## src/sv/pmd_pkg.sv

```systemverilog
// ----------------------------------------------------------------------------
// pmd_pkg
// Shared types and constants of the position motor drive controller.
// ----------------------------------------------------------------------------
package pmd_pkg;

  // configuration register indexes
  typedef enum logic [2:0] {
    REG_PROP_GAIN  = 3'd0,
    REG_INTEG_GAIN = 3'd1,
    REG_DERIV_GAIN = 3'd2,
    REG_DEAD_BAND  = 3'd3,
    REG_SUM_LIMIT  = 3'd4,
    REG_DUTY_MAX   = 3'd5,
    REG_DUTY_MIN   = 3'd6,
    REG_ENABLE     = 3'd7
  } pmd_reg_t;

  // item kinds on the input channel
  localparam logic MODE_SET_TARGET = 1'b0;
  localparam logic MODE_TICK       = 1'b1;

  localparam int GAIN_W    = 16;
  localparam int BAND_W    = 16;
  localparam int LIMIT_W   = 31;
  localparam int ESUM_W    = 32;
  localparam int CFG_IDX_W = 3;
  localparam int CFG_DAT_W = 32;

  // products saturate at +-2^60, operands beyond +-2^45 saturate
  localparam int PROD_W   = 62;
  localparam int ACC_W    = 64;
  localparam int SAT_X_W  = 46;
  localparam int FRAC_W   = 8;
  localparam logic signed [PROD_W-1:0] PROD_LIM  = 62'sh1000_0000_0000_0000;
  localparam logic signed [63:0]       SAT_BOUND = 64'sh0000_2000_0000_0000;

  // control that travels with an item down the pipeline
  typedef struct packed {
    logic valid;
    logic brake;
  } pmd_ctl_t;

endpackage

```

## src/sv/pmd_sat_mul.sv

```systemverilog
// ----------------------------------------------------------------------------
// pmd_sat_mul
// Gain times operand with saturation at +-2^60, registered product.
// ----------------------------------------------------------------------------
module pmd_sat_mul #(
  parameter int XW = 33
) (
  input  logic                                clk,
  input  logic                                en,
  input  logic signed [pmd_pkg::GAIN_W-1:0]   gain,
  input  logic signed [XW-1:0]                x,
  output logic signed [pmd_pkg::PROD_W-1:0]   prod_r
);

  // operand kept one bit wider than the bound so that +2^45 still fits
  localparam int MW = (XW < pmd_pkg::SAT_X_W + 1) ? XW : pmd_pkg::SAT_X_W + 1;
  localparam int BW = (XW > pmd_pkg::SAT_X_W + 1) ? XW : pmd_pkg::SAT_X_W + 1;
  localparam logic signed [BW-1:0] BOUND = BW'(pmd_pkg::SAT_BOUND);

  logic signed [BW-1:0]                    x_ext;
  logic signed [MW-1:0]                    x_m;
  logic signed [pmd_pkg::GAIN_W+MW-1:0]    prod;
  logic                                    over;
  logic signed [pmd_pkg::PROD_W-1:0]       prod_nxt;

  // operand range check, then a narrow multiply
  assign x_ext = BW'(x);
  assign over  = (x_ext > BOUND) || (x_ext < -BOUND);
  assign x_m   = x[MW-1:0];
  assign prod  = gain * x_m;

  always_comb begin
    if (gain == '0 || x == '0) begin
      prod_nxt = '0;
    end else if (over) begin
      prod_nxt = (gain[pmd_pkg::GAIN_W-1] == x[XW-1]) ? pmd_pkg::PROD_LIM
                                                      : -pmd_pkg::PROD_LIM;
    end else begin
      prod_nxt = pmd_pkg::PROD_W'(prod);
    end
  end

  // product register
  always_ff @(posedge clk) begin
    if (en) begin
      prod_r <= prod_nxt;
    end
  end

endmodule

```

## config.mk

```make
export PLATFORM = sky130hd
export DESIGN_NAME = pmd_sat_mul
export DESIGN_NICKNAME = d
export VERILOG_FILES = /design/src/sv/pmd_pkg.sv /design/src/sv/pmd_sat_mul.sv
export SDC_FILE = /design/constraint.sdc
export NUM_CORES = 1
export LEC_CHECK = 0
export BUFFER_PORTS_ARGS = -buffer_cell sky130_fd_sc_hd__buf_4
export CAP_MARGIN = 30
export CORE_MARGIN = 3
export CORE_UTILIZATION = 30
export DETAILED_ROUTE_END_ITERATION = 8
export PLACE_DENSITY = 0.44
export SLEW_MARGIN = 10
export SYNTH_ARGS = -nofsm -noshare
export SYNTH_HDL_FRONTEND = slang
export SYNTH_SLANG_ARGS = --single-unit
```

## constraint.sdc

```tcl
create_clock -name clk -period 8.45 [get_ports clk]
set_input_delay 0 -clock clk [delete_from_list [all_inputs] [get_ports clk]]
set_output_delay 0 -clock clk [all_outputs]
set_load 0.05 [all_outputs]
```

==> summary.md, run 1 <==
| Metric | Value |
|---|---|
| Status | finished, final reports clean |
| Wire length per cell | 18.9 um |
| Synth Flop Type | edfxtp_1 |
| Max Cap Viol | 0 |
| WL met1 | about 25 mm |
| Sequential fraction of the synthesis area | 7.17% |
| I/O pin total | 113 |
| CP Data Arrival Time | 6.53 ns |
| Worst Path Buf+Inv | 5 |
| Slew @ Worst Pin | between 0.7 and 0.8 ns |
| Layout Cells excl Fill | 3152 |
| Most flop-heavy register | prod_r |
| Final Max Tran Viols | 0 |
| Initial antenna violation count | 2 |
| Placed insts | 3141 |
| Die extent in y | roughly 270 um |
| H-Tree Level Count | 2 |
| Worst hold path depth | 1 |
| Post-Route WL | 59.4 mm |
| Largest net degree at the start of global routing | 50 |
| Number of port buffers | 112 |
| Syn Nets | slightly below 3000 |
| Post-CTS Repair Setup Buffers | 0 |
| Vias in the first global route | about 17000 |
| Area growth syn-to-layout | 7.66% |
| Nets@finish | 2942 |
| Die width | between 200 and 300 um |
| Routed vias | 14700 |
| CTS clk-pin slew, worst paths | 0.08 ns |
| First-pass GRT wire length | 96.6 mm |
| Ys Warns | 0 |
| TritonCTS clock tree | yes |
| Final setup fails | 0 |
| Pre-CTS WS | 1.70 ns |
| Post-synth cell types | approximately 70 |
| DRC Markers | 0 |
| Num CTS Buffers | 5 |
| CP top delay family | adder cells |
| HP Class | in -> reg |
| Remaining antenna violation count | 0 |
| Die area | 0.0716 mm^2 |
| CTS max path bufs | 2 |
| CP endpoint kind | register |
| Core area | 0.0675 mm^2 |
| DRT Pass-1 Iters | 5 |
| FFs w/ async S/R, synth | 0% |
| Clk root buf | clkbuf_16 |
| Fillcell total | between 7000 and 8000 |
| GPL Wtd Cong | 0.809 |
| Vias/cell | approximately 4.7 |
| Mapped Cells | 2270 |
| Worst setup margin | 2.04 ns |
| #FFs+latches synth | 49 |
| Slew margin rel. | 50.1% |
| Fmax | 156 MHz |
| Highest routed layer | met4 |
| Syn Std Cell Area | 0.0205 mm^2 |
| Post-CTS sizing | 0 |
| Critical path class | in -> reg |
| Max incr delay on CP | 0.56 ns |
| Number of enable flip-flop cells after synthesis | 49 |
| DR WL met2 | 32.0 mm |
| Starting density of the core | 30.4% |
| Final TNS setup | 0 ns |
| Top Registers | prod_r (49) |
| Share of cells above drive strength 1 | 6.55% |
| Critical path's slowest cell | inv_1 |
| Post-DP HPWL | 47.5 mm |
| Tcrit/Tclk final | 75.8% |
| Setup crit start kind | input pin |
| Site row count | 95 |
| Clock Sinks | 49 |
| Global route overflow | 0 |
| RSZ-0062 raised after global routing | no |
| Gr usage total | between 10% and 20% |
| Crit-path most repeated cell | fa_1 |
| Initial DRC Count | roughly 600 |
| CP required | approximately 8.6 ns |
| CP Max Fanout | 20 |
| Hold-fix buffers, CTS | 0 |
| Routed wire length on met3 | 1.64 mm |
| Synth Area per Inst | 9.05 um^2 |
| Minimum clock period | 6.41 ns |
| Worst Hold End | prod_r[15] |
| Max reg flops | 49 |
| Cell Chain, Critical Path | buf_4, inv_1, buf_4, nor2_1, fa_1, fa_1, fa_1, fa_1, fa_1, inv_1, fa_1, inv_1, ha_1, a21o_1, a21o_1, a21oi_1, a21oi_1, a22o_1, o21ai_1, a21oi_1, o21a_1, nor3_1 |
| Hold Vio Cnt, Final | 0 |
| Worst hold start | en |
## layout make-up
cell class	instances	area (um^2)	share of cell area, %
diodes	3	7.51	0.0340
clock buffers	5	125	0.566
clock inverters	3	28.8	0.130
inverters	600	2250	10.2
multi-input cells	1505	16300	73.6
flip-flops and latches	49	1470	6.65
well taps	873	1090	4.94
repair buffers	114	856	3.87
## cells in the mapped netlist, types with 3 or more instances
library cell | instances | share of area (%)
ha_1 | 116 | 7.1
nor2b_1 | 4 | 0.12
o21ai_0 | 17 | 0.41
inv_1 | 599 | 11
o21ai_1 | 4 | 0.097
a21o_1 | 19 | 0.69
a211oi_1 | 4 | 0.15
clkbuf_8 | 3 | 0.20
o211ai_1 | 3 | 0.11
a21oi_1 | 44 | 1.1
clkbuf_1 | 95 | 1.7
nor3_1 | 17 | 0.41
o21a_1 | 11 | 0.40
a31oi_1 | 3 | 0.091
and2_1 | 218 | 6.6
nand3_1 | 6 | 0.15
nor4_1 | 12 | 0.37
fa_1 | 500 | 49
edfxtp_1 | 49 | 7.2
nor2_1 | 86 | 1.6
xnor2_1 | 31 | 1.3
nand2b_1 | 7 | 0.21
buf_4 | 13 | 0.48
nand2_1 | 313 | 5.7
nand4_1 | 13 | 0.40
and3_1 | 3 | 0.091
a41oi_1 | 4 | 0.17
xor2_1 | 14 | 0.60
o21bai_1 | 7 | 0.26
## cell usage in the layout (no fill, tap or decap), types with 13 or more instances in the layout
master / instances
o21ai_0: 17
nand2_1: 313
inv_1: 599
xor2_1: 14
edfxtp_1: 49
a21o_1: 19
and2_1: 218
nand4_1: 13
fa_1: 500
a21oi_1: 44
nor3_1: 17
ha_1: 116
xnor2_1: 31
nor2_1: 86
buf_4: 114
## cell families (layout without fill, tap and decap cells)
| logic type | Yosys count | count (layout) | synth area share, % |
|---|---|---|---|
| flops | 49 | 49 | 7.17 |
| simple gates | 695 | 695 | 16.3 |
| xor+xnor | 45 | 45 | 1.92 |
| fa+ha+maj | 616 | 616 | 55.8 |
| other cells | 0 | 3 | 0 |
| compound gates | 148 | 148 | 5.12 |
| buf+inv | 716 | 722 | 13.6 |
| mux | 1 | 1 | 0.0487 |
## worst max-delay path by stage
stage                        start         end  cells after the start
after floorplan            gain[7]  prod_r[46]                     24
after global placement    gain[15]  prod_r[41]                     22
after detailed placement  gain[15]  prod_r[41]                     22
after CTS                 gain[15]  prod_r[45]                     22
after global routing      gain[15]  prod_r[45]                     22
final                     gain[15]  prod_r[41]                     22
## metal layers
layer,vias up,global-route usage [%]
met5,-,0
met4,0,3.68
met1,7844,21.5
li1,6579,-
met2,237,33.4
met3,64,1.39
## stage by stage
stage,util (%),hold slack [ns],instance area (um^2)
finish,32.7,0.254,22100
global placement,32.5,0.492,21900
global route,32.7,0.275,22100
detailed placement,32.5,0.487,21900
CTS,32.7,0.246,22100
floorplan,-,0.112,20500
Power of run 1 is not shown: default switching activity piles up to over one toggle a cycle in this logic, so the estimate is an artifact.
==> inputs of run 2 (changes only) <==
--- a/config.mk
+++ b/config.mk
@@ -10,7 +10,7 @@
 export CORE_MARGIN = 3
 export CORE_UTILIZATION = 30
 export DETAILED_ROUTE_END_ITERATION = 8
-export PLACE_DENSITY = 0.44
+export PLACE_DENSITY = 0.46
 export SLEW_MARGIN = 10
 export SYNTH_ARGS = -nofsm -noshare
 export SYNTH_HDL_FRONTEND = slang
==> constraint.sdc (replaced) <==
create_clock -name clk -period 5.7 [get_ports clk]
set_input_delay 0 -clock clk [delete_from_list [all_inputs] [get_ports clk]]
set_output_delay 0 -clock clk [all_outputs]
set_load 0.05 [all_outputs]
==> summary.md, run 2 (synthesized netlist as in run 1, its figures left out) <==
| Metric | Value |
|---|---|
| Global route overflow | 0 (unchanged) |
| Status | finished, final reports clean (unchanged) |
| CTS max path bufs | 2 (unchanged) |
| Max Cap Viol | 0 (unchanged) |
| Max incr delay on CP | 0.52 ns (was 0.56 ns) |
| Core area | 0.0675 mm^2 (unchanged) |
| Max reg flops | 49 (unchanged) |
| Fmax | between 150 and 200 MHz |
| Vias in the first global route | 17700 (was 17000) |
| Post-DP HPWL | 52.4 mm (was 47.5 mm) |
| Setup crit start kind | input pin (unchanged) |
| CP required | 5.85 ns (was 8.57 ns) |
| Final setup fails | 0 (unchanged) |
| Clk root buf | clkbuf_16 (unchanged) |
| ANT cells | 0 (was 3) |
| Wire length per cell | 17.5 um (was 18.9 um) |
| Die extent in y | 268 um (unchanged) |
| Routed vias | 15600 (was 14700) |
| Starting density of the core | 30.4% (unchanged) |
| Num CTS Buffers | 5 (unchanged) |
| Slew @ Worst Pin | 0.663 ns (was 0.747 ns) |
| I/O pin total | 113 (unchanged) |
| CP top delay family | adder cells (unchanged) |
| HP Class | in -> reg (unchanged) |
| Post-layout util | 36.9% (was 32.7%) |
| Worst Path Buf+Inv | 5 (unchanged) |
| Nets@finish | 3221 (was 2942) |
| Post-Route WL | 59.8 mm (was 59.4 mm) |
| Slew margin rel. | 55.8% (was 50.1%) |
| Number of port buffers | 112 (unchanged) |
| Share of cells above drive strength 1 | 19.1% (was 6.55%) |
| Vias/cell | 4.55 (was 4.67) |
| GPL Wtd Cong | 0.865 (was 0.809) |
| Most common cell after layout, fill and taps aside | inv_1 (unchanged) |
| Initial antenna violation count | 1 (was 2) |
| CP endpoint kind | register (unchanged) |
| Most frequent cells in the layout | 596 x inv_1, 490 x fa_1, 358 x buf_4 (was 599 x inv_1, 500 x fa_1, 313 x nand2_1) |
| RSZ-0062 raised after global routing | yes (was no) |
| Largest net degree at the start of global routing | 50 (unchanged) |
| Remaining antenna violation count | 0 (unchanged) |
| Critical path's slowest cell | fa_1 (was inv_1) |
| Area growth syn-to-layout | 21.2% (was 7.66%) |
| Hold Vio Cnt, Final | 0 (unchanged) |
| Minimum clock period | 5.63 ns |
| Worst hold path depth | 1 (unchanged) |
| Tcrit/Tclk final | 98.8% |
| CP Data Arrival Time | 5.79 ns (was 6.53 ns) |
| CTS clk-pin slew, worst paths | 0.07 ns (was 0.08 ns) |
| Initial DRC Count | 603 (was 615) |
| Cell Chain, Critical Path | buf_4, and2_1, fa_1, inv_1, fa_1, inv_1, fa_1, fa_2, fa_1, inv_1, fa_1, inv_1, ha_4, nand4_4, nor2_4, o211ai_1, a21oi_2, o41ai_4, o31a_4, o211a_1, o31ai_4, mux2i_1 (was buf_4, inv_1, buf_4, nor2_1, fa_1, fa_1, fa_1, fa_1, fa_1, inv_1, fa_1, inv_1, ha_1, a21o_1, a21o_1, a21oi_1, a21oi_1, a22o_1, o21ai_1, a21oi_1, o21a_1, nor3_1) |
| Crit-path most repeated cell | fa_1 (unchanged) |
| DRC Markers | 0 (unchanged) |
| First-pass GRT wire length | 97.0 mm (was 96.6 mm) |
| Clock Sinks | 49 (unchanged) |
| Final TNS setup | 0 ns (unchanged) |
| Critical path class | in -> reg (unchanged) |
| CP Max Fanout | 13 (was 20) |
| Gr usage total | 17.4% (was 17.5%) |
| Worst Hold End | prod_r[20] (was prod_r[15]) |
| Most flop-heavy register | prod_r (unchanged) |
| Worst hold start | en (unchanged) |
| Site row count | 95 (unchanged) |
| H-Tree Level Count | 2 (unchanged) |
| TritonCTS clock tree | yes (unchanged) |
| Die area | 0.0716 mm^2 (unchanged) |
| Top Registers | prod_r (49) (unchanged) |
| Die width | 268 um (unchanged) |
| Final Max Tran Viols | 0 (unchanged) |
| DRT Pass-1 Iters | 4 (was 5) |
==> run 2: changes by cell type in the layout (fill, tap and decap cells not counted), sizes merged <==
cell / previous run / this run
buf: 114 / 392
clkinv: 2 / 1
clkbuf: 5 / 6
bufinv: 0 / 2
inv: 601 / 600
diode: 3 / 0
==> run 2: repair_timing <==
item | 4_1_cts | 5_1_grt
setup endpoints to repair | 8 | 28
resized for setup | 13 | 87
cloned | 0 | 1
buffers inserted | 1 | 6
pin swaps | 3 | 41
hold buffers | 0 | 0
==> run 2: final cells by class <==
class | instances | area, um^2
clock buffers | 5 | 125
inverters | 600 | 2250
clock inverters | 3 | 68.8
well taps | 873 | 1090
multi-input cells | 1505 | 16700
flip-flops and latches | 49 | 1470
repair buffers | 393 | 3230
fillers | 6998 | 42600
==> run 2: layer usage <==
metal / routed length [um] / global-route usage, % / part of all wire, %
met2: 32300 / 33.7 / 54
met5: 0 / 0 / 0
met3: 1470 / 1.08 / 2.5
met1: 25000 / 21.5 / 42
met4: 1120 / 2.83 / 1.9
==> run 2: how the worst max path moves through the flow <==
| stage | from | endpoint | slack (ns) | cells after the start |
|---|---|---|---|---|
| finish | x[4] | prod_r[46] | 0.07 | 22 |
| global route | x[8] | prod_r[33] | -0.12 | 23 |
| CTS | gain[7] | prod_r[46] | -0.10 | 23 |
| detailed placement | gain[9] | prod_r[46] | -0.57 | 23 |
| global placement | gain[2] | prod_r[38] | -0.44 | 23 |
| floorplan | x[30] | prod_r[46] | -0.004 | 23 |
==> run 2: stage by stage <==
step                instances  hold WS [ns]  setup WS, ns  cell area [um^2]
global route             3428         0.282        -0.122             24900
CTS                      3421         0.267        -0.102             24400
detailed placement       3412         0.487        -0.567             24100
global placement         3412         0.490        -0.437             24100
finish                   3428         0.254        0.0670             24900
floorplan                2270         0.112      -0.00422             20600
Power of run 2 is left out for the same reason.
