## config.mk

```make
export PLATFORM = sky130hd
export DESIGN_NAME = pmd_duty_stage
export DESIGN_NICKNAME = d
export VERILOG_FILES = /design/src/sv/pmd_pkg.sv /design/src/sv/pmd_duty_stage.sv
export SDC_FILE = /design/constraint.sdc
export NUM_CORES = 1
export LEC_CHECK = 0
export BUFFER_PORTS_ARGS = -buffer_cell sky130_fd_sc_hd__buf_4
export CORE_MARGIN = 4
export CORE_UTILIZATION = 54
export CTS_BUF_LIST = sky130_fd_sc_hd__clkbuf_4
export CTS_CLUSTER_DIAMETER = 120
export DETAILED_ROUTE_END_ITERATION = 8
export PLACE_DENSITY = 0.79
export SYNTH_ARGS = -nofsm -noshare
export SYNTH_HDL_FRONTEND = slang
export SYNTH_SLANG_ARGS = --single-unit
```

## constraint.sdc

```tcl
create_clock -name clk -period 20.8 [get_ports clk]
set_input_delay 2.08 -clock clk [delete_from_list [all_inputs] [get_ports clk]]
set_output_delay 2.08 -clock clk [all_outputs]
set_load 0.02 [all_outputs]
```

## src/sv/pmd_pkg.sv

```systemverilog
// ----------------------------------------------------------------------------
// pmd_pkg
// Shared types and constants of the position motor drive controller.
// ----------------------------------------------------------------------------
package pmd_pkg;

  // configuration register indexes
  typedef enum logic [2:0] {
    REG_PROP_GAIN  = 3'd0,
    REG_INTEG_GAIN = 3'd1,
    REG_DERIV_GAIN = 3'd2,
    REG_DEAD_BAND  = 3'd3,
    REG_SUM_LIMIT  = 3'd4,
    REG_DUTY_MAX   = 3'd5,
    REG_DUTY_MIN   = 3'd6,
    REG_ENABLE     = 3'd7
  } pmd_reg_t;

  // item kinds on the input channel
  localparam logic MODE_SET_TARGET = 1'b0;
  localparam logic MODE_TICK       = 1'b1;

  localparam int GAIN_W    = 16;
  localparam int BAND_W    = 16;
  localparam int LIMIT_W   = 31;
  localparam int ESUM_W    = 32;
  localparam int CFG_IDX_W = 3;
  localparam int CFG_DAT_W = 32;

  // products saturate at +-2^60, operands beyond +-2^45 saturate
  localparam int PROD_W   = 62;
  localparam int ACC_W    = 64;
  localparam int SAT_X_W  = 46;
  localparam int FRAC_W   = 8;
  localparam logic signed [PROD_W-1:0] PROD_LIM  = 62'sh1000_0000_0000_0000;
  localparam logic signed [63:0]       SAT_BOUND = 64'sh0000_2000_0000_0000;

  // control that travels with an item down the pipeline
  typedef struct packed {
    logic valid;
    logic brake;
  } pmd_ctl_t;

endpackage

```

## src/sv/pmd_duty_stage.sv

```systemverilog
// ----------------------------------------------------------------------------
// pmd_duty_stage
// PID sum, truncation, duty clamp and lift, forward/reverse split.
// ----------------------------------------------------------------------------
module pmd_duty_stage #(
  parameter int DUTY_WIDTH = 8
) (
  input  logic                                clk,
  input  logic                                rst_n,
  input  pmd_pkg::pmd_ctl_t                   ctl,
  output logic                                ready,
  input  logic signed [pmd_pkg::PROD_W-1:0]   p_prop,
  input  logic signed [pmd_pkg::PROD_W-1:0]   p_integ,
  input  logic signed [pmd_pkg::PROD_W-1:0]   p_deriv,
  input  logic [((DUTY_WIDTH > 8) ? DUTY_WIDTH : 8)-1:0] duty_max,
  input  logic [DUTY_WIDTH-1:0]               duty_min,
  output logic                                out_valid,
  input  logic                                out_ready,
  output logic [DUTY_WIDTH-1:0]               forward_duty,
  output logic [DUTY_WIDTH-1:0]               reverse_duty,
  output logic                                at_target
);

  localparam int MX = (DUTY_WIDTH > 8) ? DUTY_WIDTH : 8;
  localparam int AW = pmd_pkg::ACC_W;
  localparam int SW = AW - 1 - pmd_pkg::FRAC_W;

  logic                          valid_r, valid_nxt;
  logic [DUTY_WIDTH-1:0]         fwd_r, rev_r;
  logic                          at_r;
  logic [DUTY_WIDTH-1:0]         fwd_nxt, rev_nxt;
  logic                          at_nxt;

  logic signed [AW-1:0]          acc;
  logic [AW-2:0]                 acc_mag;
  logic [SW-1:0]                 shifted;
  logic [MX-1:0]                 mag, lifted;
  logic                          load;

  assign ready = !valid_r || out_ready;
  assign load  = ctl.valid && ready;

  // sum and magnitude truncated toward zero
  assign acc     = AW'(p_prop) + AW'(p_integ) + AW'(p_deriv);
  assign acc_mag = acc[AW-1] ? (AW-1)'(-acc) : (AW-1)'(acc);
  assign shifted = acc_mag[AW-2:pmd_pkg::FRAC_W];
  assign mag     = (shifted > SW'(duty_max)) ? duty_max : shifted[MX-1:0];
  assign lifted  = (mag < MX'(duty_min)) ? MX'(duty_min) : mag;

  // result selection
  always_comb begin
    at_nxt  = 1'b0;
    fwd_nxt = DUTY_WIDTH'(1);
    rev_nxt = DUTY_WIDTH'(1);
    if (ctl.brake) begin
      at_nxt = 1'b1;
    end else if (mag != '0) begin
      if (acc[AW-1]) begin
        fwd_nxt = '0;
        rev_nxt = lifted[DUTY_WIDTH-1:0];
      end else begin
        fwd_nxt = lifted[DUTY_WIDTH-1:0];
        rev_nxt = '0;
      end
    end
  end

  always_comb begin
    valid_nxt = valid_r;
    if (valid_r && out_ready) begin
      valid_nxt = 1'b0;
    end
    if (load) begin
      valid_nxt = 1'b1;
    end
  end

  // result register
  always_ff @(posedge clk) begin
    if (!rst_n) begin
      valid_r <= 1'b0;
    end else begin
      valid_r <= valid_nxt;
    end
  end

  always_ff @(posedge clk) begin
    if (load) begin
      fwd_r <= fwd_nxt;
      rev_r <= rev_nxt;
      at_r  <= at_nxt;
    end
  end

  assign out_valid    = valid_r;
  assign forward_duty = fwd_r;
  assign reverse_duty = rev_r;
  assign at_target    = at_r;

endmodule

```

==> results of run 1 <==
==> final cells by class <==
type                    instances  area, um^2
clock buffers                   3        22.5
clock inverters                 1        3.75
fillers                      1599        6010
inverters                      83         312
multi-input cells            1180        8620
flip-flops and latches         18         531
well taps                     225         282
repair buffers                227        1700
==> cell usage after synthesis (22+ instances only) <==
cell type / instances / share of area [%]
nor3_1: 34 / 1.7
xnor2_1: 27 / 2.4
fa_1: 63 / 13
clkbuf_1: 38 / 1.5
buf_2: 22 / 1.1
nand4_1: 56 / 3.6
ha_1: 77 / 9.9
a21o_1: 26 / 2.0
nand2_1: 129 / 5.0
nor2_1: 136 / 5.2
nand3_1: 39 / 2.0
o21ai_0: 74 / 3.8
inv_1: 83 / 3.2
a21oi_1: 112 / 5.8
==> metal layers <==
layer	share of wire [%]	vias up	routed length [um]	track usage (%)
li1	-	5391	-	-
met1	39	5430	13500	42.3
met2	47	778	16500	56.0
met3	10	136	3550	4.07
met4	3.9	0	1350	10.8
met5	0	-	0	0
==> power by group <==
| part | internal [W] | leakage [nW] | switching, W | total, W |
|---|---|---|---|---|
| clock network | 0.00000697 | 0.0154 | 0.0000105 | 0.0000174 |
| registers | 0.0000440 | 0.176 | 0.000000951 | 0.0000450 |
| logic | 0.000266 | 4.56 | 0.000488 | 0.000754 |
| total | 0.000317 | 4.75 | 0.000500 | 0.000816 |
==> flip-flops by register name, summed over array words and instances, names as in the netlist <==
register / cells
forward_duty: 8
reverse_duty: 8
at_target: 1
out_valid: 1
==> path summary, 6_finish.rpt <==
check / from / depth (start not counted) / slack, ns / endpoint
worst max-delay path: p_prop[42] / 37 / 9.57 / forward_duty[2]
worst min-delay path: out_valid / 2 / 0.56 / out_valid
worst max register to register: out_valid / 2 / 19.38 / forward_duty[0]
worst min register to register: out_valid / 2 / 0.56 / out_valid
==> cell families (layout without fill, tap and decap cells) <==
kind of cell	after synthesis	in the layout	share of synthesized area [%]
flops	18	18	5.45
compound gates	434	434	30.6
mux	29	29	3.15
simple gates	539	539	28.4
buf+inv	145	314	6.03
fa+ha+maj	140	140	22.9
xor+xnor	38	38	3.42
==> metrics by stage <==
step | instances | worst slack (ns) | cell area [um^2]
floorplan | 1343 | 10.13 | 9730
finish | 1737 | 9.57 | 11500
CTS | 1737 | 9.76 | 11500
global placement | 1733 | 9.68 | 11400
global route | 1737 | 9.07 | 11500
detailed placement | 1733 | 9.49 | 11400
==> worst reg2reg max path: stages (launching register included) <==
cell and delay, ns:
dfxtp_1 0.33, nand2b_1 0.10, and2_1 0.63
==> results.sh, run 1 <==
export IMPL_slowest_delay_ns=0.68
export IMPL_path_clk_slew_ns=0.10
export IMPL_final_nets=1860
export IMPL_period_needed_ns=11.23
export IMPL_grt_pass1_vias=11066
export IMPL_cp_top_family="compound AO/OA/AOI/OAI gates"
export IMPL_grt_usage_pct=32.5
export IMPL_num_antenna_cells=0
export IMPL_power_density_mw_per_mm2=71.2
export IMPL_ys_ff_latch=18
export IMPL_dr_total_vias=11735
export IMPL_finClkSkew_ns=0.00114
export IMPL_first_iter_violations=1264
export IMPL_setup_worst_path_class="input pin to register"
export IMPL_ctsHoldBuffers=0
export IMPL_slew_violations=0
export IMPL_worst_path_buf_inv=2
export IMPL_rsz0062_at_grt="false"
export IMPL_yosysWarnings=0
export IMPL_worst_slew_pin_slew_ns=1.08
export IMPL_cts_setup_buffers=0
export IMPL_grt_overflow=0
export IMPL_grt_antenna_before_repair=0
export IMPL_insertion_delay_ns=0.29
export IMPL_wirelength_um=34900
export IMPL_place_congestion=0.990
export IMPL_cp_required_ns=20.84
export IMPL_cts_resized=0
export IMPL_htreeDepth=1
export IMPL_grt_pass1_wl_um=54900
export IMPL_critPathSlowestCell="o21ai_0"
export IMPL_cp_end_kind="register"
export IMPL_crit_fanout=33
export IMPL_layout_commonest_cell="buf_4"
export IMPL_fmax_ghz=0.0890
export IMPL_final_cell_mix="buf_4, nor2_1, nand2_1"
export IMPL_cap_violations=0
export IMPL_start_util_pct=55.7
export IMPL_finalCoreUtilization_pct=65.6
export IMPL_dieArea_mm2=0.0202
export IMPL_power_w=0.000816
export IMPL_cts_buffers=3
export IMPL_cts_root_buffer="clkbuf_4"
export IMPL_avgSynthCellArea_um2=7.24
export IMPL_tns_ns=0
export IMPL_drive_gt1_share_pct=18.5
export IMPL_synth_edf_count=17
export IMPL_via_per_inst=6.76
export IMPL_hp_class="register to register"
export IMPL_core_region_area_mm2=0.0175
export IMPL_clockBufferDepth=2
export IMPL_wire_per_inst_um=20.1
export IMPL_synthToLayoutAreaGrowth_pct=17.9
export IMPL_io_pins=226
export IMPL_grt_max_degree=34
export IMPL_syn_nets=1690
export IMPL_ir_drop_v=0.0000421
export IMPL_hold_violations=0
export IMPL_relSlewSlack_pct=27.8
export IMPL_syn_area_mm2=0.00973
export IMPL_dr_pass1_iters=9
export IMPL_finalSetupViolCount=0
export IMPL_drc=0
export IMPL_fin_crit_sh_pct=54.0
export IMPL_cp_start_kind="input pin"
export IMPL_ys_seq_area_share_pct=5.45
export IMPL_synth_main_ff_cell="edfxtp_1"
export IMPL_status="completed"
export IMPL_cts_tree="built"
export IMPL_dieWidth_um=142
export IMPL_holdWs_ns=0.562
export IMPL_fp_row_count=48
export IMPL_p_leak_nw=4.75
export IMPL_clock_sinks=18
export IMPL_ant_nets=0
export IMPL_synthCells=1343
export IMPL_arrival_ns=11.28
export IMPL_async_reset_ff_share_pct=0
export IMPL_die_h_um=142
export IMPL_hpwl_um=29600
export IMPL_synthDistinctLibCells=96
export IMPL_io_buffers=225
(Power assumes the default switching activity.)
==> inputs of run 2 (changes only) <==
- ABC_AREA: default -> 1
- PLACE_DENSITY: 0.79 -> 0.77
- clock period: 20.8 -> 11.55 ns (I/O delays scaled with it)
==> results.sh, run 2 <==
export IMPL_synth_main_ff_cell="edfxtp_1"
export IMPL_critPathSlowestCell="nand2_2"
export IMPL_arrival_ns=8.58
export IMPL_synthToLayoutAreaGrowth_pct=17.6
export IMPL_busiest_layer="met2"
export IMPL_hp_class="register to register"
export IMPL_grt_overflow=0
export IMPL_cp_required_ns=11.69
export IMPL_synth_edf_count=17
export IMPL_ys_seq_area_share_pct=4.67
export IMPL_ir_drop_v=0.0000553
export IMPL_ctsHoldBuffers=0
export IMPL_grt_max_degree=63
export IMPL_fillCellCount=2119
export IMPL_io_buffers=225
export IMPL_synthCells=2169
export IMPL_grt_antenna_before_repair=0
export IMPL_worst_slew_pin_slew_ns=1.10
export IMPL_first_iter_violations=1150
export IMPL_dr_pass1_iters=7
export IMPL_clock_sinks=18
export IMPL_cts_buffers=3
export IMPL_via_per_inst=5.35
export IMPL_cts_root_buffer="clkbuf_4"
export IMPL_num_antenna_cells=0
export IMPL_power_density_mw_per_mm2=121
export IMPL_path_common_cell="nand2_1"
export IMPL_path_clk_slew_ns=0.10
export IMPL_status="completed"
export IMPL_ant_nets=0
export IMPL_fmax_ghz=0.118
export IMPL_crit_fanout=62
export IMPL_syn_area_mm2=0.0113
export IMPL_grt_pass1_vias=13546
export IMPL_yosys_area_top_type_share_pct=29.4
export IMPL_hpwl_um=35300
export IMPL_dieArea_mm2=0.0234
export IMPL_async_reset_ff_share_pct=0
export IMPL_layout_commonest_cell="nand2_1"
export IMPL_clockBufferDepth=2
export IMPL_synthTopCellsByArea="nand2_1, inv_1, fa_1, ha_1, nor2_1"
export IMPL_place_congestion=1.09
export IMPL_holdWs_ns=0.533
export IMPL_cts_setup_buffers=0
export IMPL_finClkSkew_ns=0.00567
export IMPL_fin_crit_sh_pct=73.1
export IMPL_rsz0062_at_grt="false"
export IMPL_synth_top_area_cell="nand2_1"
export IMPL_drc=0
export IMPL_p_leak_nw=7.84
export IMPL_cts_resized=0
export IMPL_start_util_pct=55.5
export IMPL_tns_ns=0
export IMPL_use_met2_pct=57.7
export IMPL_slew_violations=0
export IMPL_period_needed_ns=8.44
export IMPL_dr_total_vias=14223
export IMPL_slowest_delay_ns=0.80
export IMPL_grt_pass1_wl_um=64500
export IMPL_yosysWarnings=0
export IMPL_fp_row_count=52
export IMPL_grtUsageMet1_pct=39.5
export IMPL_wire_per_inst_um=15.0
export IMPL_final_cells=2660
export IMPL_final_nets=2738
export IMPL_cts_tree="built"
export IMPL_wirelength_um=39900
export IMPL_fin_ws_ns=3.11
export IMPL_final_cell_mix="nand2_1, inv_1, nor2_1"
export IMPL_relSlewSlack_pct=26.5
export IMPL_syn_nets=2516
export IMPL_cp_start_kind="input pin"
export IMPL_io_pins=226
export IMPL_synthDistinctLibCells=41
export IMPL_setup_worst_path_class="input pin to register"
export IMPL_grtUsageMet3_pct=4.72
export IMPL_cp_end_kind="register"
export IMPL_avgSynthCellArea_um2=5.23
export IMPL_drive_gt1_share_pct=14.2
export IMPL_synthTopCellsByCount="nand2_1, inv_1, nor2_1"
export IMPL_synth_most_common_cell="nand2_1"
export IMPL_die_h_um=153
export IMPL_dieWidth_um=153
export IMPL_grt_usage_pct=33.0
export IMPL_htreeDepth=1
export IMPL_power_w=0.00162
export IMPL_finalSetupViolCount=0
export IMPL_ys_ff_latch=18
export IMPL_insertion_delay_ns=0.28
export IMPL_hold_violations=0
export IMPL_pre_cts_slack_ns=2.94
export IMPL_core_region_area_mm2=0.0204
export IMPL_cap_violations=0
export IMPL_dp_cells=2656
-- run 2: cell types whose count changed after synthesis, sizes merged, moves of 21 or more --
| cell | before | now |
|---|---|---|
| a21o | 26 | 0 |
| a21oi | 120 | 72 |
| clkbuf | 38 | 0 |
| inv | 83 | 406 |
| nand2 | 129 | 931 |
| nand3 | 39 | 193 |
| nand4 | 56 | 34 |
| nor2 | 136 | 276 |
| nor3 | 36 | 15 |
| o21ai | 95 | 24 |
| or3 | 22 | 0 |
| xnor2 | 27 | 2 |
-- run 2: kinds of logic after synthesis --
group	share of synthesized area, %
buffers and inverters	14.2
xor gates and xnor gates	1.00
and+or+nand+nor	54.7
adders and majority gates	19.6
AOI/OAI and AO/OA	5.89
DFF	4.67
-- run 2: final timing paths --
| kind | start | to | slack, ns | depth (start not counted) |
|---|---|---|---|---|
| max | p_prop[1] | forward_duty[3] | 3.11 | 43 |
| min | out_valid | out_valid | 0.53 | 2 |
| max reg2reg | out_valid | forward_duty[3] | 10.52 | 2 |
| min reg2reg | out_valid | out_valid | 0.53 | 2 |
-- run 2: cell type report --
cell class,count,area [um^2],share of cell area [%]
multi-input combinational,1733,9210,69.0
timing repair buffer,227,1700,12.8
inverter,408,1530,11.5
sequential,18,531,3.98
tap,270,338,2.53
clock buffer,3,22.5,0.169
clock inverter,1,3.75,0.0281
-- run 2: worst max-delay path, delay by kind of cell --
kind,cells,cell delay (ns)
AO/OA/AOI/OAI,5,1.29
adder cells (fa/ha/maj),5,1.71
buffers and inverters,6,0.80
AND/OR/NAND/NOR,26,3.41
XOR/XNOR,1,0.16
-- run 2: metal layers --
layer / part of all wire (%) / wire length, um
met3: 8.8 / 3530
met2: 46 / 18500
met5: 0 / 0
met4: 6.3 / 2490
met1: 38 / 15300
-- run 2: power breakdown --
group          switching [W]  total (W)  internal, W
registers         0.00000225  0.0000833    0.0000811
logic                0.00102    0.00151     0.000483
clock network      0.0000176  0.0000301    0.0000125
total                0.00104    0.00162     0.000577
-- run 2: per-stage QoR --
step	cell area, um^2	util (%)
2_1_floorplan	11300	-
4_1_cts	13300	65.3
6_report	13300	65.3
3_3_place_gp	13300	65.2
3_5_place_dp	13300	65.2
5_1_grt	13300	65.3
