File: config.mk
export PLATFORM = sky130hd
export DESIGN_NAME = pmd_err_stage
export DESIGN_NICKNAME = d
export VERILOG_FILES = /design/src/sv/pmd_pkg.sv /design/src/sv/pmd_err_stage.sv
export SDC_FILE = /design/constraint.sdc
export NUM_CORES = 1
export LEC_CHECK = 0
export BUFFER_PORTS_ARGS = -buffer_cell sky130_fd_sc_hd__buf_4
export CORE_MARGIN = 3
export CORE_UTILIZATION = 45
export CTS_CLUSTER_SIZE = 16
export DETAILED_ROUTE_END_ITERATION = 6
export HOLD_SLACK_MARGIN = 0.05
export MAX_ROUTING_LAYER = met4
export PLACE_DENSITY = 0.73
export REMOVE_ABC_BUFFERS = 1
export SLEW_MARGIN = 0
export SYNTH_ARGS = -nofsm -noshare
export SYNTH_HDL_FRONTEND = slang
export SYNTH_SLANG_ARGS = --single-unit
File: constraint.sdc
create_clock -name clk -period 8.8 [get_ports clk]
set_input_delay 0.44 -clock clk [delete_from_list [all_inputs] [get_ports clk]]
set_output_delay 0.44 -clock clk [all_outputs]
set_load 0.005 [all_outputs]
File: src/sv/pmd_pkg.sv
// ----------------------------------------------------------------------------
// pmd_pkg
// Shared types and constants of the position motor drive controller.
// ----------------------------------------------------------------------------
package pmd_pkg;

  // configuration register indexes
  typedef enum logic [2:0] {
    REG_PROP_GAIN  = 3'd0,
    REG_INTEG_GAIN = 3'd1,
    REG_DERIV_GAIN = 3'd2,
    REG_DEAD_BAND  = 3'd3,
    REG_SUM_LIMIT  = 3'd4,
    REG_DUTY_MAX   = 3'd5,
    REG_DUTY_MIN   = 3'd6,
    REG_ENABLE     = 3'd7
  } pmd_reg_t;

  // item kinds on the input channel
  localparam logic MODE_SET_TARGET = 1'b0;
  localparam logic MODE_TICK       = 1'b1;

  localparam int GAIN_W    = 16;
  localparam int BAND_W    = 16;
  localparam int LIMIT_W   = 31;
  localparam int ESUM_W    = 32;
  localparam int CFG_IDX_W = 3;
  localparam int CFG_DAT_W = 32;

  // products saturate at +-2^60, operands beyond +-2^45 saturate
  localparam int PROD_W   = 62;
  localparam int ACC_W    = 64;
  localparam int SAT_X_W  = 46;
  localparam int FRAC_W   = 8;
  localparam logic signed [PROD_W-1:0] PROD_LIM  = 62'sh1000_0000_0000_0000;
  localparam logic signed [63:0]       SAT_BOUND = 64'sh0000_2000_0000_0000;

  // control that travels with an item down the pipeline
  typedef struct packed {
    logic valid;
    logic brake;
  } pmd_ctl_t;

endpackage

File: src/sv/pmd_err_stage.sv
// ----------------------------------------------------------------------------
// pmd_err_stage
// Input register, loop state, error terms; one item per cycle unless stalled.
// ----------------------------------------------------------------------------
module pmd_err_stage #(
  parameter int COUNT_WIDTH = 32
) (
  input  logic                                  clk,
  input  logic                                  rst_n,
  input  logic                                  in_valid,
  output logic                                  in_ready,
  input  logic                                  in_mode,
  input  logic signed [COUNT_WIDTH-1:0]         in_target,
  input  logic signed [COUNT_WIDTH-1:0]         in_encoder,
  input  logic                                  enable,
  input  logic [pmd_pkg::BAND_W-1:0]            dead_band,
  input  logic [pmd_pkg::LIMIT_W-1:0]           sum_limit,
  input  logic                                  mid_ready,
  output pmd_pkg::pmd_ctl_t                     mid_ctl,
  output logic signed [COUNT_WIDTH:0]           mid_err,
  output logic signed [pmd_pkg::ESUM_W-1:0]     mid_esum,
  output logic signed [COUNT_WIDTH+1:0]         mid_diff
);

  localparam int EW = COUNT_WIDTH + 1;
  localparam int TW = ((EW > pmd_pkg::ESUM_W) ? EW : pmd_pkg::ESUM_W) + 1;
  localparam int DW = EW + 1;

  // input register
  logic                          in_valid_r, in_valid_nxt;
  logic                          mode_r;
  logic signed [COUNT_WIDTH-1:0] tgt_in_r;
  logic signed [COUNT_WIDTH-1:0] enc_r;

  // loop state
  logic signed [COUNT_WIDTH-1:0]        target_r, target_nxt;
  logic signed [pmd_pkg::ESUM_W-1:0]    esum_r, esum_nxt;
  logic signed [EW-1:0]                 last_r, last_nxt;
  logic                                 reached_r, reached_nxt;

  // operand register
  pmd_pkg::pmd_ctl_t                    ctl_r, ctl_nxt;
  logic signed [EW-1:0]                 err_r;
  logic signed [pmd_pkg::ESUM_W-1:0]    osum_r;
  logic signed [DW-1:0]                 diff_r;

  logic                                 slot_free, consume, is_tick, run_tick, hit;
  logic signed [EW-1:0]                 err;
  logic [EW-1:0]                        err_abs;
  logic signed [TW-1:0]                 sum_raw, lim_pos, lim_neg, sum_clamp;
  logic signed [DW-1:0]                 diff;

  // handshake
  assign slot_free = !ctl_r.valid || mid_ready;
  assign is_tick   = (mode_r == pmd_pkg::MODE_TICK);
  assign consume   = in_valid_r && (!is_tick || !enable || slot_free);
  assign run_tick  = consume && is_tick && enable;
  assign in_ready  = !in_valid_r || consume;

  // error and deadband test
  assign err     = EW'(target_r) - EW'(enc_r);
  assign err_abs = err[EW-1] ? -err : err;
  assign hit     = reached_r || (err_abs <= {{(EW-pmd_pkg::BAND_W){1'b0}}, dead_band});

  // clamped error sum and derivative term
  assign sum_raw   = TW'(esum_r) + TW'(err);
  assign lim_pos   = {{(TW-pmd_pkg::LIMIT_W){1'b0}}, sum_limit};
  assign lim_neg   = -lim_pos;
  assign sum_clamp = (sum_raw > lim_pos) ? lim_pos :
                     (sum_raw < lim_neg) ? lim_neg : sum_raw;
  assign diff      = DW'(err) - DW'(last_r);

  // next state
  always_comb begin
    in_valid_nxt = in_valid_r;
    target_nxt   = target_r;
    esum_nxt     = esum_r;
    last_nxt     = last_r;
    reached_nxt  = reached_r;
    ctl_nxt      = ctl_r;
    if (consume) begin
      in_valid_nxt = 1'b0;
    end
    if (in_valid && in_ready) begin
      in_valid_nxt = 1'b1;
    end
    if (ctl_r.valid && mid_ready) begin
      ctl_nxt.valid = 1'b0;
    end
    if (consume && !is_tick) begin
      target_nxt  = tgt_in_r;
      esum_nxt    = '0;
      last_nxt    = '0;
      reached_nxt = 1'b0;
    end else if (run_tick) begin
      ctl_nxt.valid = 1'b1;
      ctl_nxt.brake = hit;
      if (hit) begin
        reached_nxt = 1'b1;
        esum_nxt    = '0;
        last_nxt    = '0;
      end else begin
        esum_nxt = sum_clamp[pmd_pkg::ESUM_W-1:0];
        last_nxt = err;
      end
    end
  end

  // control and state registers
  always_ff @(posedge clk) begin
    if (!rst_n) begin
      in_valid_r <= 1'b0;
      target_r   <= '0;
      esum_r     <= '0;
      last_r     <= '0;
      reached_r  <= 1'b0;
      ctl_r      <= '0;
    end else begin
      in_valid_r <= in_valid_nxt;
      target_r   <= target_nxt;
      esum_r     <= esum_nxt;
      last_r     <= last_nxt;
      reached_r  <= reached_nxt;
      ctl_r      <= ctl_nxt;
    end
  end

  // payload registers
  always_ff @(posedge clk) begin
    if (in_valid && in_ready) begin
      mode_r   <= in_mode;
      tgt_in_r <= in_target;
      enc_r    <= in_encoder;
    end
    if (run_tick) begin
      err_r  <= err;
      osum_r <= sum_clamp[pmd_pkg::ESUM_W-1:0];
      diff_r <= diff;
    end
  end

  assign mid_ctl  = ctl_r;
  assign mid_err  = err_r;
  assign mid_esum = osum_r;
  assign mid_diff = diff_r;

  // reached always leaves the loop state cleared
  a_reached_clear: assert property (@(posedge clk) disable iff (!rst_n)
    reached_r |-> (esum_r == '0) && (last_r == '0))
    else $error("loop state not cleared while reached");

endmodule

==> metrics.txt, run 1 <==
status finished clean; ANT cells 0; Syn-to-layout area delta 22.1%; Buf/Inv on CP 3; Synth Cell Area 17900 um2; Synth Flop Type edfxtp_1; syn avg cell area 9.37 um2; total core area 38900 um2; worst r2r src enc_r[0]$_DFFE_PP_; highest routed layer met4; Pre-antenna DRT Iters 6; Pwr Total 4120 uW; Worst VDD drop 0.000146 V; post-synthesis sequential element count 265; routed vias/inst 5.77; met3 WL 3.78 mm; leading area contributor after synthesis edfxtp_1; Die X 205 um; skew final 0.0219 ns; largest net degree at the start of global routing 87; CP required 9.32 ns; 1st-iter DRT viols 1297; Register-to-Register Path Depth 34; Setup crit start kind register; CP max-delay cell or4_1; clock-pin transition on the worst setup and hold timing paths 0.06 ns; Setup crit end kind register; Detail Placement HPWL 40.2 mm; Final Critical Period 8.28 ns; I/O Buffers 218; critical path endpoint esum_r[0]$_SDFFE_PP0P_; Sink Count 265; GRT Total Usage 25.3%; ys async rst share 0%; post-synthesis sequential area ratio 38.8%; normalized max-slew margin 23.7%; DRT Wirelength 53.2 mm; Post-Synthesis Cells 1909; final RePlAce weighted congestion 0.971; Yosys cell types 80; Remaining Overflow, GRT 0; final hold violation count 0; Nets 2487; top-area cell type share of the netlist area 27.5%; CTS Buf Count 29; CTS root buf clkbuf_16; CTS tree yes; WS Path Type reg -> reg; routed via count 15800; number of global-route vias before repair 15300; max-slew violation count 0; r2r setup slk 0.52 ns; DRC viols 0; CP top delay family compound AO/OA/AOI/OAI gates; fin worst setup slack 0.520 ns; Routed met2 length 25.1 mm; Max Root-Sink Buffers 3; I/O pin count 219; Post-synth EDFFs 164; Syn. warnings 0; WP data arrival 8.80 ns; Die Ht 205 um; Synth area leaders edfxtp_1 (28%), ha_1 (12%), dfxtp_1 (11%); layout cells sized above 1 14.8%; maximum clock frequency 121 MHz; Filler cells 3441; Setup WS pre-CTS 0.262 ns; number of max-cap violations 0; Critical Path Max Stage Delay 0.53 ns; M1 WL 22.8 mm; Row Count 72; antenna violations before repair 0; Die ar. 42200 um2; worst hold path class in -> reg; wire per inst 19.5 um; Final ANT Viol Nets 0; leakage 0.00918 uW; number of stages on the worst setup path 34; Slew @ Worst Pin 1.15 ns; # setup viols final 0; Worst R2R End esum_r[0]$_SDFFE_PP0P_; RSZ-0062 raised after global routing false; pwr/cell area 189 nW/um2; first-pass GRT wire length 82.7 mm; fin crit share 94.1%; Initial Util 46.0%; worst-skew pair later-pin latency 0.58 ns; H-tree depth 1; CP max FO 45; Worst Setup SP enc_r[0]$_DFFE_PP_
==> state kept, by name, summed over array words and instances (netlist names) <==
signal / count
reached_r: 1
last_r: 33
mid_diff: 34
mid_esum: 32
enc_r: 32
target_r: 32
esum_r: 32
tgt_in_r: 32
mid_ctl: 2
mid_err: 33
in_valid_r: 1
is_tick: 1
==> cell usage in the layout, fill, tap and decap left out, drive strengths merged, types with 59 or more instances in the layout <==
cell type	n
a21o	63
a21oi	133
a22o	65
buf	255
dfxtp	101
dlygate4sd3	65
edfxtp	164
ha	178
inv	170
nand2	142
nand3	59
nor2	98
o21ai	85
xnor2	93
==> synth_stat cells, types with 9 or more instances <==
library cell / instances
a2111oi_0: 9
a211oi_1: 17
a21boi_0: 35
a21o_1: 63
a21oi_1: 133
a22o_1: 65
a31oi_1: 13
and2_1: 12
and3_1: 10
clkbuf_1: 58
dfxtp_1: 101
edfxtp_1: 164
ha_1: 178
inv_1: 169
nand2_1: 142
nand2b_1: 29
nand3_1: 59
nand3b_1: 17
nand4_1: 14
nor2_1: 98
nor2b_1: 21
nor3_1: 50
nor4_1: 15
o2111ai_1: 10
o211ai_1: 21
o21a_1: 35
o21ai_0: 78
o21bai_1: 9
o31ai_1: 11
or3_1: 24
or4_1: 10
xnor2_1: 93
xor2_1: 22
==> logic make-up after synthesis <==
family / count (synthesis) / share of synthesized area (%)
buffers and inverters: 241 / 5.33
DFF: 265 / 38.8
muxes: 10 / 0.594
adders and majority gates: 183 / 12.9
xor gates and xnor gates: 115 / 5.63
AOI/OAI and AO/OA: 569 / 21.9
and+or+nand+nor: 526 / 14.8
==> per-stage QoR <==
step | cell area (um2) | hold slack [ns] | utilization, % | setup TNS [ns] | std cells
after global placement | 20200 | 0.456 | 51.9 | 0 | 2609
final | 21800 | 0.106 | 56.1 | 0 | 2730
after floorplan | 17600 | 0.443 | - | -10.34 | 1838
after CTS | 21800 | 0.0847 | 56.0 | 0 | 2728
after global routing | 21800 | 0.109 | 56.1 | 0 | 2730
after detailed placement | 20200 | 0.463 | 51.9 | 0 | 2609
==> layout make-up <==
| type | count | area (um2) | area share, % |
|---|---|---|---|
| Sequential cell | 265 | 6950 | 31.8 |
| Clock buffer | 42 | 805 | 3.68 |
| Tap cell | 518 | 648 | 2.97 |
| Timing Repair Buffer | 320 | 2590 | 11.9 |
| Multi-Input combinational cell | 1403 | 10000 | 46.0 |
| Inverter | 170 | 641 | 2.93 |
| Clock inverter | 12 | 166 | 0.762 |
==> layer usage <==
metal | up-vias | global-route usage (%)
met5 | - | -
met4 | 0 | 7.54
met3 | 99 | 2.99
met2 | 599 | 41.6
met1 | 7485 | 33.0
li1 | 7582 | -
==> repair_timing <==
item | in CTS | in global routing
gates resized for setup | 0 | 5
endpoints found under the setup margin | 0 | 64
hold buffers | 65 | 0
hold endpoints to repair | 65 | 0
buffers inserted | 0 | 2
==> power by group <==
| group | leakage (uW) | switching [uW] | total (uW) | internal [uW] |
|---|---|---|---|---|
| clock | 0.000477 | 502 | 1250 | 750 |
| sequential | 0.00235 | 27.7 | 1450 | 1420 |
| combinational | 0.00635 | 848 | 1420 | 570 |
| total | 0.00918 | 1380 | 4120 | 2740 |
==> how the worst min path moves through the flow <==
| stage | startpoint | endpoint | slack (ns) | cells after the start |
|---|---|---|---|---|
| 3_5_place_dp | target_r[28]$_SDFFE_PN0P_ | target_r[28]$_SDFFE_PN0P_ | 0.46 | 2 |
| 4_1_cts | in_valid | in_valid_r$_SDFFE_PN0P_ | 0.08 | 2 |
| 3_3_place_gp | target_r[13]$_SDFFE_PN0P_ | target_r[13]$_SDFFE_PN0P_ | 0.46 | 2 |
| 5_1_grt | in_valid | in_valid_r$_SDFFE_PN0P_ | 0.11 | 2 |
| 2_1_floorplan | target_r[0]$_SDFFE_PN0P_ | target_r[0]$_SDFFE_PN0P_ | 0.44 | 2 |
| 6_report | in_valid | in_valid_r$_SDFFE_PN0P_ | 0.11 | 2 |
(Power assumes the default switching activity.)
==> run 2: changes to the inputs <==
--- a/config.mk
+++ b/config.mk
@@ -12,7 +12,7 @@
 export DETAILED_ROUTE_END_ITERATION = 6
 export HOLD_SLACK_MARGIN = 0.05
 export MAX_ROUTING_LAYER = met4
-export PLACE_DENSITY = 0.73
+export PLACE_DENSITY = 0.67
 export REMOVE_ABC_BUFFERS = 1
 export SLEW_MARGIN = 0
 export SYNTH_ARGS = -nofsm -noshare
==> run 2 against run 1 <==
Against the previous run: core utilization increased by 0.20 points; flip-flop and latch count stayed put; die area stayed put; final area rose by 0.36%; fmax rose by 1.7%; worst hold slack better by 0.095 ns; clock-buffer cell count fell by 3; first-iteration DRC count shrank 7.6%; critical path depth unchanged; largest cell class unchanged; highest routed layer unchanged.
==> metrics.txt, run 2 (same netlist as run 1, synthesis figures left out) <==
Sink Count 265; clock-pin transition on the worst setup and hold timing paths 0.07 ns; fin crit share 92.6%; Finished Cell Area 21900 um2; Final Critical Period 8.15 ns; CP max FO 49; final hold violation count 0; number of global-route vias before repair 14700; Row Count 72; Worst Setup SP enc_r[0]$_DFFE_PP_; layout cells sized above 1 15.1%; non-filler cells, final 2735; skew final 0.0185 ns; maximum clock frequency 123 MHz; worst hold path class in -> reg; sw frac 33.4%; max-slew violation count 0; Worst VDD drop 0.000149 V; Slew @ Worst Pin 0.959 ns; Worst R2R End esum_r[0]$_SDFFE_PP0P_; Setup crit end kind register; CTS Buf Count 29; Die X 205 um; Detail Placement HPWL 40.2 mm; wire per inst 19.3 um; r2r setup slk 0.65 ns; Syn-to-layout area delta 22.5%; Final ANT Viol Nets 0; normalized max-slew margin 36.1%; most frequent cells in the layout buf_4 (256), ha_1 (178), inv_1 (168), edfxtp_1 (164), nand2_1 (142); leakage 0.00921 uW; Remaining Overflow, GRT 0; routed via count 15500; WP data arrival 8.67 ns; DRC viols 0; I/O pin count 219; GRT Total Usage 25.0%; I/O Buffers 218; commonest non-fill, non-tap cell in the layout buf_4; CTS root buf clkbuf_16; Max Root-Sink Buffers 3; # setup viols final 0; routed vias/inst 5.68; Clk network pwr share 31.1%; Flop pwr share 34.9%; final RePlAce weighted congestion 0.935; 1st-iter DRT viols 1199; Setup crit start kind register; Die Ht 205 um; Critical Path Max Stage Delay 0.52 ns; largest net degree at the start of global routing 70; Hold Crit Start mid_ready; Initial Util 46.0%; Filler cells 3433; Die ar. 42200 um2; critical path endpoint esum_r[0]$_SDFFE_PP0P_; flip-flop count of the largest register after layout 34; setup bufs post-CTS 0; CP max-delay cell or4_1; RSZ-0062 raised after global routing false; first-pass GRT wire length 80.8 mm; Pre-antenna DRT Iters 5; number of max-cap violations 0; CTS tree yes; worst-skew pair later-pin latency 0.59 ns; H-tree depth 1; pwr/cell area 189 nW/um2; Cells after DPL 2614; antenna violations before repair 0; DP Area 20200 um2; CP required 9.32 ns; worst r2r src enc_r[0]$_DFFE_PP_; total core area 38900 um2; WS Path Type reg -> reg; logic gate share of total power 34.0%; Switch Pwr 1380 uW; internal power 2760 uW; Nets 2491; Register-to-Register Path Depth 34; DRT Wirelength 52.7 mm; status finished clean
-- run 2: cell types whose count changed in the layout (fill, tap and decap cells not counted), moves of 2 or more --
cell	delta
buf_4	+3
clkbuf_1	-4
clkinvlp_4	+4
clkinv_2	-2
-- run 2: worst min path at each step --
stage                                           end  depth (start not counted)  slack, ns
after CTS                     mid_ctl[1]$_SDFF_PN0_                          3       0.18
after global placement    target_r[26]$_SDFFE_PN0P_                          2       0.46
after floorplan            target_r[0]$_SDFFE_PN0P_                          2       0.44
final                         mid_ctl[1]$_SDFF_PN0_                          3       0.20
after global routing          mid_ctl[1]$_SDFF_PN0_                          3       0.21
after detailed placement  target_r[26]$_SDFFE_PN0P_                          2       0.46
-- run 2: final cells by class --
cell class | instances | area [um2] | area share [%]
Clock inverter | 15 | 206 | 0.942
Sequential cell | 265 | 6950 | 31.7
Multi-Input combinational cell | 1403 | 10100 | 45.9
Inverter | 170 | 641 | 2.92
Clock buffer | 39 | 803 | 3.66
Timing Repair Buffer | 324 | 2620 | 12.0
Tap cell | 518 | 648 | 2.96
Antenna cell | 1 | 2.50 | 0.0114
-- run 2: metrics by stage --
step           hold WS (ns)  TNS [ns]  util [%]  worst slack, ns  total power, uW
2_1_floorplan         0.443    -10.34         -           -0.558             2370
3_3_place_gp          0.457         0      52.0            0.837             2810
3_5_place_dp          0.462         0      52.0            0.621             2830
4_1_cts               0.177         0      56.3            0.564             4160
5_1_grt               0.210         0      56.3           0.0248             4370
6_report              0.201         0      56.3            0.655             4140
-- run 2: repair_timing --
action                                  4_1_cts  5_1_grt
hold endpoints to repair                     66        0
endpoints found under the setup margin        0       62
hold buffers                                 66        0
resized for setup                             0        4
-- run 2: power by group through the flow --
stage | Sequential [uW] | Clock, uW | Combinational [uW]
floorplan | 1470 | 0 | 902
global placement | 1470 | 0 | 1340
detailed placement | 1470 | 0 | 1360
CTS | 1450 | 1320 | 1390
global route | 1450 | 1370 | 1560
finish | 1450 | 1290 | 1410
-- run 2: layer usage --
metal  wire length, um  vias up  GRT usage [%]
met5                 0        -              -
met4              1420        0           7.76
met2             24300      500           39.9
li1                  -     7608              -
met1             24300     7352           33.8
met3              2700       86           2.33
-- run 2: worst max-delay path: cells and delay by family, from the launching register on --
kind / cells / cell delay [ns]
xor+xnor: 2 / 0.45
buf+inv: 3 / 0.48
compound gates: 12 / 2.50
simple gates: 10 / 2.00
flops: 1 / 0.37
fa+ha+maj: 6 / 2.01
mux: 1 / 0.23
